--- config.mk ---
export PLATFORM = sky130hd
export DESIGN_NAME = escape_sequence_interpreter
export DESIGN_NICKNAME = d
export VERILOG_FILES = /design/src/hdl/esi_pkg.sv /design/src/hdl/esi_front.sv /design/src/hdl/esi_fifo.sv /design/src/hdl/esi_back.sv /design/src/hdl/escape_sequence_interpreter.sv
export SDC_FILE = /design/constraint.sdc
export NUM_CORES = 1
export LEC_CHECK = 0
export ABC_AREA = 1
export BUFFER_PORTS_ARGS = -buffer_cell sky130_fd_sc_hd__buf_4
export CAP_MARGIN = 20
export CORE_ASPECT_RATIO = 0.9
export CORE_UTILIZATION = 60
export DETAILED_ROUTE_END_ITERATION = 16
export PLACE_DENSITY_LB_ADDON = 0.15
export SLEW_MARGIN = 20
export SYNTH_ARGS = -nofsm -noshare
export SYNTH_HDL_FRONTEND = slang
export SYNTH_HIERARCHICAL = 1
export SYNTH_SLANG_ARGS = --single-unit
--- constraint.sdc ---
create_clock -name clk_i -period 20.4 [get_ports clk_i]
set_input_delay 1.02 -clock clk_i [delete_from_list [all_inputs] [get_ports clk_i]]
set_output_delay 1.02 -clock clk_i [all_outputs]
set_load 0.05 [all_outputs]
--- src/hdl/esi_pkg.sv ---
// Shared types and constants for the escape sequence interpreter.
package esi_pkg;

  // Most beats a single input item can cause (short \U literal plus the next byte).
  localparam int unsigned MaxBeats   = 10;
  localparam int unsigned IdxW       = $clog2(MaxBeats);
  localparam int unsigned LenW       = $clog2(MaxBeats + 1);
  localparam int unsigned QueueDepth = 2;

  typedef logic [MaxBeats-1:0][7:0] byte_list_t;

  // One classified item: the bytes to send, in order, and how to tag the last beat.
  typedef struct packed {
    byte_list_t      bytes;
    logic [LenW-1:0] len;
    logic            has_byte;
    logic            done;
    logic            stopped;
  } cmd_t;

endpackage

--- src/hdl/esi_front.sv ---
// Front end: accepts characters, tracks escape state and builds byte lists.
module esi_front import esi_pkg::*; (
  input  logic       clk_i,
  input  logic       rst_ni,
  input  logic       cfg_we_i,
  input  logic       cfg_wdata_i,
  input  logic       in_valid_i,
  output logic       in_ready_o,
  input  logic [7:0] char_in_i,
  input  logic       end_marker_i,
  input  logic       q_full_i,
  output logic       q_push_o,
  output cmd_t       q_cmd_o
);

  typedef enum logic [5:0] {
    ModePlain = 6'b000001,
    ModeEsc   = 6'b000010,
    ModeOct   = 6'b000100,
    ModeHex   = 6'b001000,
    ModeUni   = 6'b010000,
    ModeStop  = 6'b100000
  } mode_e;

  localparam logic [7:0] CharBslash = 8'h5C;
  localparam logic [7:0] CharA      = 8'h61;
  localparam logic [7:0] CharB      = 8'h62;
  localparam logic [7:0] CharC      = 8'h63;
  localparam logic [7:0] CharE      = 8'h65;
  localparam logic [7:0] CharEUp    = 8'h45;
  localparam logic [7:0] CharF      = 8'h66;
  localparam logic [7:0] CharN      = 8'h6E;
  localparam logic [7:0] CharR      = 8'h72;
  localparam logic [7:0] CharT      = 8'h74;
  localparam logic [7:0] CharV      = 8'h76;
  localparam logic [7:0] CharZero   = 8'h30;
  localparam logic [7:0] CharX      = 8'h78;
  localparam logic [7:0] CharULow   = 8'h75;
  localparam logic [7:0] CharUUp    = 8'h55;

  localparam logic [7:0] CtlBel = 8'h07;
  localparam logic [7:0] CtlBs  = 8'h08;
  localparam logic [7:0] CtlEsc = 8'h1B;
  localparam logic [7:0] CtlFf  = 8'h0C;
  localparam logic [7:0] CtlLf  = 8'h0A;
  localparam logic [7:0] CtlCr  = 8'h0D;
  localparam logic [7:0] CtlTab = 8'h09;
  localparam logic [7:0] CtlVt  = 8'h0B;

  localparam logic [31:0] CpMax      = 32'h0010_FFFF;
  localparam logic [31:0] SurrLo     = 32'h0000_D800;
  localparam logic [31:0] SurrHi     = 32'h0000_DFFF;
  localparam logic [7:0]  Utf8Lead2  = 8'hC0;
  localparam logic [7:0]  Utf8Lead3  = 8'hE0;
  localparam logic [7:0]  Utf8Lead4  = 8'hF0;
  localparam logic [7:0]  Utf8Cont   = 8'h80;

  typedef struct packed {
    byte_list_t      bytes;
    logic [LenW-1:0] len;
  } seq_t;

  function automatic byte_list_t lit_list(logic lng, logic [7:0][7:0] digs);
    byte_list_t l;
    l    = '0;
    l[0] = CharBslash;
    l[1] = lng ? CharUUp : CharULow;
    for (int i = 0; i < 8; i++) begin
      l[i+2] = digs[i];
    end
    return l;
  endfunction

  // UTF-8 of a code point, or the literal form for out-of-range and surrogates.
  function automatic seq_t utf8_seq(logic [31:0] cp, byte_list_t lit, logic [LenW-1:0] lit_len);
    seq_t s;
    s.bytes = '0;
    s.len   = '0;
    if (cp > CpMax || (cp >= SurrLo && cp <= SurrHi)) begin
      s.bytes = lit;
      s.len   = lit_len;
    end else if (cp <= 32'h7F) begin
      s.bytes[0] = cp[7:0];
      s.len      = LenW'(1);
    end else if (cp <= 32'h7FF) begin
      s.bytes[0] = Utf8Lead2 | {3'b000, cp[10:6]};
      s.bytes[1] = Utf8Cont | {2'b00, cp[5:0]};
      s.len      = LenW'(2);
    end else if (cp <= 32'hFFFF) begin
      s.bytes[0] = Utf8Lead3 | {4'b0000, cp[15:12]};
      s.bytes[1] = Utf8Cont | {2'b00, cp[11:6]};
      s.bytes[2] = Utf8Cont | {2'b00, cp[5:0]};
      s.len      = LenW'(3);
    end else begin
      s.bytes[0] = Utf8Lead4 | {5'b00000, cp[20:18]};
      s.bytes[1] = Utf8Cont | {2'b00, cp[17:12]};
      s.bytes[2] = Utf8Cont | {2'b00, cp[11:6]};
      s.bytes[3] = Utf8Cont | {2'b00, cp[5:0]};
      s.len      = LenW'(4);
    end
    return s;
  endfunction

  mode_e            mode_q, mode_d;
  logic [31:0]      acc_q, acc_d;
  logic [3:0]       cnt_q, cnt_d;
  logic             long_q, long_d;
  logic             en_q;
  logic [7:0][7:0]  dig_q;
  logic [7:0][7:0]  dig_w;

  logic             accept;
  logic             dig_we;
  logic             hex_ok;
  logic [3:0]       hex_val;
  logic             oct_ok;
  logic [3:0]       cnt_inc;
  logic [7:0]       acc_oct;
  logic [7:0]       acc_hex;
  logic [31:0]      acc_uni;
  byte_list_t       lit;
  logic [LenW-1:0]  lit_len;
  seq_t             uni_seq;
  byte_list_t       pre;
  logic [LenW-1:0]  n_pre;
  logic             tail;
  logic             do_plain;
  logic             has_byte;
  logic             stopped;
  logic [7:0]       c;

  assign c          = char_in_i;
  assign in_ready_o = !q_full_i;
  assign accept     = in_valid_i && in_ready_o;

  always_comb begin
    hex_ok  = 1'b0;
    hex_val = 4'h0;
    if (c >= 8'h30 && c <= 8'h39) begin
      hex_ok  = 1'b1;
      hex_val = c[3:0];
    end else if ((c >= 8'h61 && c <= 8'h66) || (c >= 8'h41 && c <= 8'h46)) begin
      hex_ok  = 1'b1;
      hex_val = c[3:0] + 4'd9;
    end
  end

  assign oct_ok  = (c >= 8'h30) && (c <= 8'h37);
  assign cnt_inc = cnt_q + 4'd1;
  assign acc_oct = {acc_q[4:0], c[2:0]};
  assign acc_hex = {acc_q[3:0], hex_val};
  assign acc_uni = {acc_q[27:0], hex_val};

  // The digit being gathered is included; positions past the count are never sent.
  always_comb begin
    dig_w             = dig_q;
    dig_w[cnt_q[2:0]] = c;
  end

  assign lit     = lit_list(long_q, dig_w);
  assign lit_len = LenW'(cnt_q) + LenW'(2);
  assign uni_seq = utf8_seq(acc_uni, lit, LenW'(cnt_inc) + LenW'(2));

  always_comb begin
    mode_d   = mode_q;
    acc_d    = acc_q;
    cnt_d    = cnt_q;
    long_d   = long_q;
    dig_we   = 1'b0;
    pre      = '0;
    n_pre    = '0;
    tail     = 1'b0;
    do_plain = 1'b0;
    has_byte = 1'b1;
    stopped  = 1'b0;

    if (!end_marker_i) begin
      case (mode_q)
        ModePlain: begin
          do_plain = 1'b1;
        end
        ModeEsc: begin
          mode_d = ModePlain;
          acc_d  = '0;
          cnt_d  = '0;
          long_d = 1'b0;
          n_pre  = LenW'(1);
          case (c)
            CharBslash:     pre[0] = CharBslash;
            CharA:          pre[0] = CtlBel;
            CharB:          pre[0] = CtlBs;
            CharE, CharEUp: pre[0] = CtlEsc;
            CharF:          pre[0] = CtlFf;
            CharN:          pre[0] = CtlLf;
            CharR:          pre[0] = CtlCr;
            CharT:          pre[0] = CtlTab;
            CharV:          pre[0] = CtlVt;
            CharC: begin
              mode_d = ModeStop;
              n_pre  = '0;
            end
            CharZero: begin
              mode_d = ModeOct;
              n_pre  = '0;
            end
            CharX: begin
              mode_d = ModeHex;
              n_pre  = '0;
            end
            CharULow: begin
              mode_d = ModeUni;
              n_pre  = '0;
            end
            CharUUp: begin
              mode_d = ModeUni;
              long_d = 1'b1;
              n_pre  = '0;
            end
            default: begin
              // unknown escape goes out as backslash plus the character
              pre[0] = CharBslash;
              tail   = 1'b1;
            end
          endcase
        end
        ModeOct: begin
          if (oct_ok) begin
            acc_d = {24'h0, acc_oct};
            cnt_d = cnt_inc;
            if (cnt_inc >= 4'd3) begin
              pre[0] = acc_oct;
              n_pre  = LenW'(1);
              mode_d = ModePlain;
              acc_d  = '0;
              cnt_d  = '0;
            end
          end else begin
            pre[0]   = acc_q[7:0];
            n_pre    = LenW'(1);
            mode_d   = ModePlain;
            acc_d    = '0;
            cnt_d    = '0;
            do_plain = 1'b1;
          end
        end
        ModeHex: begin
          if (hex_ok) begin
            acc_d = {24'h0, acc_hex};
            cnt_d = cnt_inc;
            if (cnt_inc >= 4'd2) begin
              pre[0] = acc_hex;
              n_pre  = LenW'(1);
              mode_d = ModePlain;
              acc_d  = '0;
              cnt_d  = '0;
            end
          end else begin
            if (cnt_q == 4'd0) begin
              pre[0] = CharBslash;
              pre[1] = CharX;
              n_pre  = LenW'(2);
            end else begin
              pre[0] = acc_q[7:0];
              n_pre  = LenW'(1);
            end
            mode_d   = ModePlain;
            acc_d    = '0;
            cnt_d    = '0;
            do_plain = 1'b1;
          end
        end
        ModeUni: begin
          if (hex_ok) begin
            dig_we = 1'b1;
            acc_d  = acc_uni;
            cnt_d  = cnt_inc;
            if (cnt_inc >= (long_q ? 4'd8 : 4'd4)) begin
              pre    = uni_seq.bytes;
              n_pre  = uni_seq.len;
              mode_d = ModePlain;
              acc_d  = '0;
              cnt_d  = '0;
              long_d = 1'b0;
            end
          end else begin
            pre      = lit;
            n_pre    = lit_len;
            mode_d   = ModePlain;
            acc_d    = '0;
            cnt_d    = '0;
            long_d   = 1'b0;
            do_plain = 1'b1;
          end
        end
        default: ;
      endcase

      if (do_plain) begin
        if (en_q && c == CharBslash) begin
          mode_d = ModeEsc;
        end else begin
          tail = 1'b1;
        end
      end
    end else begin
      case (mode_q)
        ModeEsc: begin
          pre[0] = CharBslash;
          n_pre  = LenW'(1);
        end
        ModeOct: begin
          pre[0] = acc_q[7:0];
          n_pre  = LenW'(1);
        end
        ModeHex: begin
          if (cnt_q == 4'd0) begin
            pre[0] = CharBslash;
            pre[1] = CharX;
            n_pre  = LenW'(2);
          end else begin
            pre[0] = acc_q[7:0];
            n_pre  = LenW'(1);
          end
        end
        ModeUni: begin
          pre   = lit;
          n_pre = lit_len;
        end
        ModeStop: stopped = 1'b1;
        default: ;
      endcase
      mode_d = ModePlain;
      acc_d  = '0;
      cnt_d  = '0;
      long_d = 1'b0;
      // nothing flushed: a single empty beat still carries the end flag
      if (n_pre == '0) begin
        pre[0]   = 8'h00;
        n_pre    = LenW'(1);
        has_byte = 1'b0;
      end
    end
  end

  always_comb begin
    for (int i = 0; i < MaxBeats; i++) begin
      q_cmd_o.bytes[i] = (LenW'(i) < n_pre) ? pre[i] : c;
    end
    q_cmd_o.len      = n_pre + LenW'(tail);
    q_cmd_o.has_byte = has_byte;
    q_cmd_o.done     = end_marker_i;
    q_cmd_o.stopped  = stopped;
  end

  assign q_push_o = accept && (q_cmd_o.len != '0);

  always_ff @(posedge clk_i or negedge rst_ni) begin
    if (!rst_ni) begin
      mode_q <= ModePlain;
      acc_q  <= '0;
      cnt_q  <= '0;
      long_q <= 1'b0;
      en_q   <= 1'b0;
    end else begin
      if (cfg_we_i) begin
        en_q <= cfg_wdata_i;
      end
      if (accept) begin
        mode_q <= mode_d;
        acc_q  <= acc_d;
        cnt_q  <= cnt_d;
        long_q <= long_d;
      end
    end
  end

  always_ff @(posedge clk_i) begin
    if (accept && dig_we) begin
      dig_q[cnt_q[2:0]] <= c;
    end
  end

endmodule

--- src/hdl/esi_fifo.sv ---
// Short command queue between the front end and the emitter.
module esi_fifo import esi_pkg::*; (
  input  logic clk_i,
  input  logic rst_ni,
  input  logic push_i,
  input  cmd_t push_cmd_i,
  output logic full_o,
  input  logic pop_i,
  output logic valid_o,
  output cmd_t head_o
);

  localparam int unsigned PtrW = (QueueDepth > 1) ? $clog2(QueueDepth) : 1;
  localparam int unsigned CntW = $clog2(QueueDepth + 1);

  cmd_t            mem_q [QueueDepth];
  logic [PtrW-1:0] wr_q, rd_q;
  logic [CntW-1:0] cnt_q;

  function automatic logic [PtrW-1:0] ptr_next(logic [PtrW-1:0] p);
    return (p == PtrW'(QueueDepth - 1)) ? '0 : p + PtrW'(1);
  endfunction

  assign full_o  = (cnt_q == CntW'(QueueDepth));
  assign valid_o = (cnt_q != '0);
  assign head_o  = mem_q[rd_q];

  always_ff @(posedge clk_i or negedge rst_ni) begin
    if (!rst_ni) begin
      wr_q  <= '0;
      rd_q  <= '0;
      cnt_q <= '0;
    end else begin
      if (push_i) begin
        wr_q <= ptr_next(wr_q);
      end
      if (pop_i) begin
        rd_q <= ptr_next(rd_q);
      end
      if (push_i && !pop_i) begin
        cnt_q <= cnt_q + CntW'(1);
      end else if (pop_i && !push_i) begin
        cnt_q <= cnt_q - CntW'(1);
      end
    end
  end

  always_ff @(posedge clk_i) begin
    if (push_i) begin
      mem_q[wr_q] <= push_cmd_i;
    end
  end

endmodule

--- src/hdl/esi_back.sv ---
// Emitter: walks a queued byte list and drives one registered output beat per cycle while out_ready_i allows.
module esi_back import esi_pkg::*; (
  input  logic       clk_i,
  input  logic       rst_ni,
  input  logic       q_valid_i,
  input  cmd_t       q_cmd_i,
  output logic       q_pop_o,
  output logic       out_valid_o,
  input  logic       out_ready_i,
  output logic [7:0] byte_out_o,
  output logic       byte_valid_o,
  output logic       run_last_o,
  output logic       text_done_o,
  output logic       stop_seen_o
);

  logic [IdxW-1:0] idx_q;
  logic            out_valid_q;
  logic [7:0]      byte_q;
  logic            bv_q, last_q, done_q, stop_q;
  logic            load;
  logic            last;

  assign load    = q_valid_i && (!out_valid_q || out_ready_i);
  assign last    = (LenW'(idx_q) + LenW'(1)) == q_cmd_i.len;
  assign q_pop_o = load && last;

  always_ff @(posedge clk_i or negedge rst_ni) begin
    if (!rst_ni) begin
      idx_q       <= '0;
      out_valid_q <= 1'b0;
    end else begin
      if (load) begin
        out_valid_q <= 1'b1;
        idx_q       <= last ? '0 : idx_q + IdxW'(1);
      end else if (out_ready_i) begin
        out_valid_q <= 1'b0;
      end
    end
  end

  always_ff @(posedge clk_i) begin
    if (load) begin
      byte_q <= q_cmd_i.bytes[idx_q];
      bv_q   <= q_cmd_i.has_byte;
      last_q <= last;
      done_q <= q_cmd_i.done && last;
      stop_q <= q_cmd_i.stopped && last;
    end
  end

  assign out_valid_o  = out_valid_q;
  assign byte_out_o   = byte_q;
  assign byte_valid_o = bv_q;
  assign run_last_o   = last_q;
  assign text_done_o  = done_q;
  assign stop_seen_o  = stop_q;

endmodule

--- src/hdl/escape_sequence_interpreter.sv ---
// Top level of the backslash escape interpreter.
//
//  channel  | handshake                  | payload
//  ---------+----------------------------+-------------------------------------------
//  config   | cfg_we_i                   | cfg_wdata_i (escapes enabled)
//  input    | in_valid_i / in_ready_o    | char_in_i, end_marker_i
//  output   | out_valid_o / out_ready_i  | byte_out_o, byte_valid_o, run_last_o,
//           |                            | text_done_o, stop_seen_o
//
// An input beat is taken whenever the 2-entry command queue has room.
// The emitter sends one output beat per cycle while out_ready_i allows; an item
// causes up to 10 beats, and an item with no beat is not queued. From input to
// output a byte passes through the queue entry and the output register.
// rst_ni clears the parser state, the queue and the output register at once.
// Either side may stall freely; the queue absorbs short output bursts.
module escape_sequence_interpreter import esi_pkg::*; (
  input  logic       clk_i,
  input  logic       rst_ni,
  input  logic       cfg_we_i,
  input  logic       cfg_wdata_i,
  input  logic       in_valid_i,
  output logic       in_ready_o,
  input  logic [7:0] char_in_i,
  input  logic       end_marker_i,
  output logic       out_valid_o,
  input  logic       out_ready_i,
  output logic [7:0] byte_out_o,
  output logic       byte_valid_o,
  output logic       run_last_o,
  output logic       text_done_o,
  output logic       stop_seen_o
);

  logic q_full, q_push, q_pop, q_valid;
  cmd_t push_cmd, head_cmd;

  esi_front u_front (
    .clk_i        (clk_i),
    .rst_ni       (rst_ni),
    .cfg_we_i     (cfg_we_i),
    .cfg_wdata_i  (cfg_wdata_i),
    .in_valid_i   (in_valid_i),
    .in_ready_o   (in_ready_o),
    .char_in_i    (char_in_i),
    .end_marker_i (end_marker_i),
    .q_full_i     (q_full),
    .q_push_o     (q_push),
    .q_cmd_o      (push_cmd)
  );

  esi_fifo u_fifo (
    .clk_i      (clk_i),
    .rst_ni     (rst_ni),
    .push_i     (q_push),
    .push_cmd_i (push_cmd),
    .full_o     (q_full),
    .pop_i      (q_pop),
    .valid_o    (q_valid),
    .head_o     (head_cmd)
  );

  esi_back u_back (
    .clk_i        (clk_i),
    .rst_ni       (rst_ni),
    .q_valid_i    (q_valid),
    .q_cmd_i      (head_cmd),
    .q_pop_o      (q_pop),
    .out_valid_o  (out_valid_o),
    .out_ready_i  (out_ready_i),
    .byte_out_o   (byte_out_o),
    .byte_valid_o (byte_valid_o),
    .run_last_o   (run_last_o),
    .text_done_o  (text_done_o),
    .stop_seen_o  (stop_seen_o)
  );

endmodule

==> flow_summary.json <==
{
  "cts_buffers": 31,
  "synth_edf_count": 250,
  "intPower_w": 0.00124,
  "syn2layout_area_growth_pct": 7.15,
  "clkSlewWorstSetupHoldPaths_ns": 0.06,
  "drive_gt1_frac": 0.126,
  "fin_hold_ws_ns": 0.472,
  "crit_top_cell": "inv_1",
  "io_buffers": 28,
  "finClkSkew_ns": 0.00926,
  "p_switching_w": 0.000609,
  "power_density_nw_per_um2": 104,
  "finalCriticalPeriod_ns": 6.23,
  "vdd_drop_max_mv": 0.0810,
  "fill_cells": 2187,
  "cts_max_level": 1,
  "clk_path_buf_depth": 3,
  "crit_arrival_ns": 6.43,
  "wl_per_cell_um": 23.2,
  "worstSetupEndpointType": "flip-flop",
  "clock_latency_ns": 0.58,
  "synth.distinct_cells": 51,
  "worst_pin_slew_ns": 0.992,
  "final-setup-viol-count": 0,
  "grt_overflow_total": 0,
  "grt_usage": 0.361,
  "ant_nets": 0,
  "critPathKind": "in2reg",
  "p_leak_nw": 7.44,
  "start_kind": "input pin",
  "grt_max_degree": 84,
  "fin_crit_sh": 0.305,
  "instances_no_fill": 2192,
  "synth.largest_area_cell": "edfxtp_1",
  "max_stage_delay_ns": 0.77,
  "critPathSlowestCell": "buf_4",
  "core_area_um2": 27200,
  "start_util": 0.613,
  "dr.pass1.iters": 5,
  "root_buffer": "clkbuf_16",
  "drc": 0,
  "rsz0062_at_grt": "false",
  "antenna_found_initial": 1,
  "max_freq_mhz": 160,
  "netlist_area_um2": 16700,
  "cts_setup_buffers": 0,
  "vias_per_cell": 6.14,
  "cp_max_fo": 58,
  "seqPwrFrac": 0.431,
  "grt_pass1_vias": 12400,
  "cts-hold-fix-buffers": 0,
  "drt-initial-drc-count": 2052,
  "die_area_um2": 28400,
  "wl_um": 50800,
  "p_sw_frac": 0.329,
  "relSlewSlack": 0.337,
  "drv_slew": 0,
  "die_w_um": 178,
  "place_inst": 2133,
  "ys_seq_area_frac": 0.524,
  "status": "finished, final reports clean",
  "cap_violations": 0,
  "ios": 29,
  "finalHoldViolCount": 0,
  "cts_tree": "done",
  "multi_input_area_um2": 6640,
  "power_w": 0.00185,
  "ys_top_cells_by_area": "edfxtp_1, nand2_1, dfrtp_1, mux2_2, inv_1",
  "synth.most_common_cell": "nand2_1",
  "setup_ws_ns": 14.17,
  "gp_congestion": 1.01,
  "hp-class": "in2async",
  "ys_seq_elements": 299,
  "placementRows": 57,
  "reg2reg_depth": 24,
  "grt_pass1_wl_um": 76000,
  "async_flop_share": 0.164,
  "clockPowerShare": 0.283,
  "cp_data_required_time_ns": 20.60,
  "syn_inst": 1829,
  "synth_common_cells": "nand2_1, edfxtp_1, inv_1, nor2_1, o21ai_0",
  "finalSetupTns_ns": 0,
  "dp_hpwl_um": 36200,
  "die_h_um": 160,
  "nNetsFinal": 1848,
  "post-place-ws_ns": 13.64,
  "syn_nets": 1863,
  "seq_area_um2": 8740,
  "synth_ff_type": "edfxtp_1",
  "cts_resized": 0,
  "synth_top_area_frac": 0.450,
  "yosysWarnings": 6,
  "comb_power_share": 0.285,
  "postSynthAreaPerCell_um2": 9.11,
  "vias": 13500,
  "clkSinkCount": 299
}
-- cells by family after synthesis --
group,count (synthesis),synth area share
mux,87,0.0633
compound gates,339,0.117
buf+inv,294,0.0790
xor+xnor,10,0.00526
flops,299,0.524
simple gates,781,0.198
fa+ha+maj,19,0.0143
-- routing by layer --
layer,up-vias,global-route usage,routed length [um]
li1,6184,-,-
met1,6386,0.579,22700
met2,819,0.486,20500
met3,71,0.0943,6560
met4,2,0.0742,1010
met5,-,0,16
-- area by class of cell --
cell class,count,area share
clock inverters,12,0.00539
well taps,354,0.0248
flip-flops and latches,299,0.489
clock buffers,44,0.0467
diodes,1,0.000140
multi-input cells,1236,0.372
inverters,207,0.0440
repair buffers,39,0.0177
-- registers in the layout, summed over array words and instances, names as in the netlist, 2 cells and up --
register	cells
u_back/byte_out_o	8
u_back/idx_q	4
u_fifo/cnt_q	2
u_fifo/mem_q	174
u_front/acc_q	28
u_front/cnt_q	4
u_front/dig_q	64
u_front/mode_q	6
-- power by group through the flow --
stage / clock [W] / sequential (W) / combinational (W)
CTS: 0.000531 / 0.000800 / 0.000524
global route: 0.000555 / 0.000806 / 0.000573
detailed placement: 0 / 0.000812 / 0.000522
global placement: 0 / 0.000808 / 0.000514
floorplan: 0 / 0.000844 / 0.000377
finish: 0.000525 / 0.000799 / 0.000528
-- final timing paths --
| check | from | end | slack [ns] |
|---|---|---|---|
| setup / recovery | char_in_i[0] | u_fifo/mem_q[0][20] | 14.17 |
| hold / removal | rst_ni | u_front/acc_q[26] | 0.47 |
| setup reg to reg | u_front/cnt_q[0] | u_fifo/mem_q[0][20] | 14.20 |
| hold reg to reg | u_fifo/cnt_q[1] | u_fifo/cnt_q[1] | 0.50 |
| max in group asynchronous | rst_ni | u_fifo/rd_q | 19.42 |
| min in group clk_i | u_fifo/cnt_q[1] | u_fifo/cnt_q[1] | 0.50 |
-- metrics by stage --
stage | util | area (um^2)
after floorplan | - | 16700
after global placement | 0.621 | 16900
after detailed placement | 0.621 | 16900
after CTS | 0.656 | 17800
after global routing | 0.657 | 17900
final | 0.657 | 17900
-- cell usage in the layout, fill, tap and decap left out, types with 7 or more instances in the layout --
cell type and instances:
ha_1 19, nand2_2 18, o22ai_1 43, edfxtp_1 250, inv_2 8, o21ai_1 38
o211ai_1 14, o21ai_0 146, nand2_1 451, buf_4 37, o21a_1 9, clkbuf_16 31
inv_1 194, mux2_4 20, o221ai_1 7, a22oi_1 9, a21oi_1 46, nand4_1 17
nand3_1 101, o21bai_1 9, mux2_2 67, nor2_2 13, dfrtp_1 47, clkbuf_1 12
nor2_1 156
-- critical path: cells and delay by family --
kind / cells / cell delay (ns)
simple gates: 11 / 2.40
buf+inv: 8 / 1.71
fa+ha+maj: 3 / 0.75
xor+xnor: 1 / 0.27
compound gates: 2 / 0.22
(Power assumes the default switching activity.)
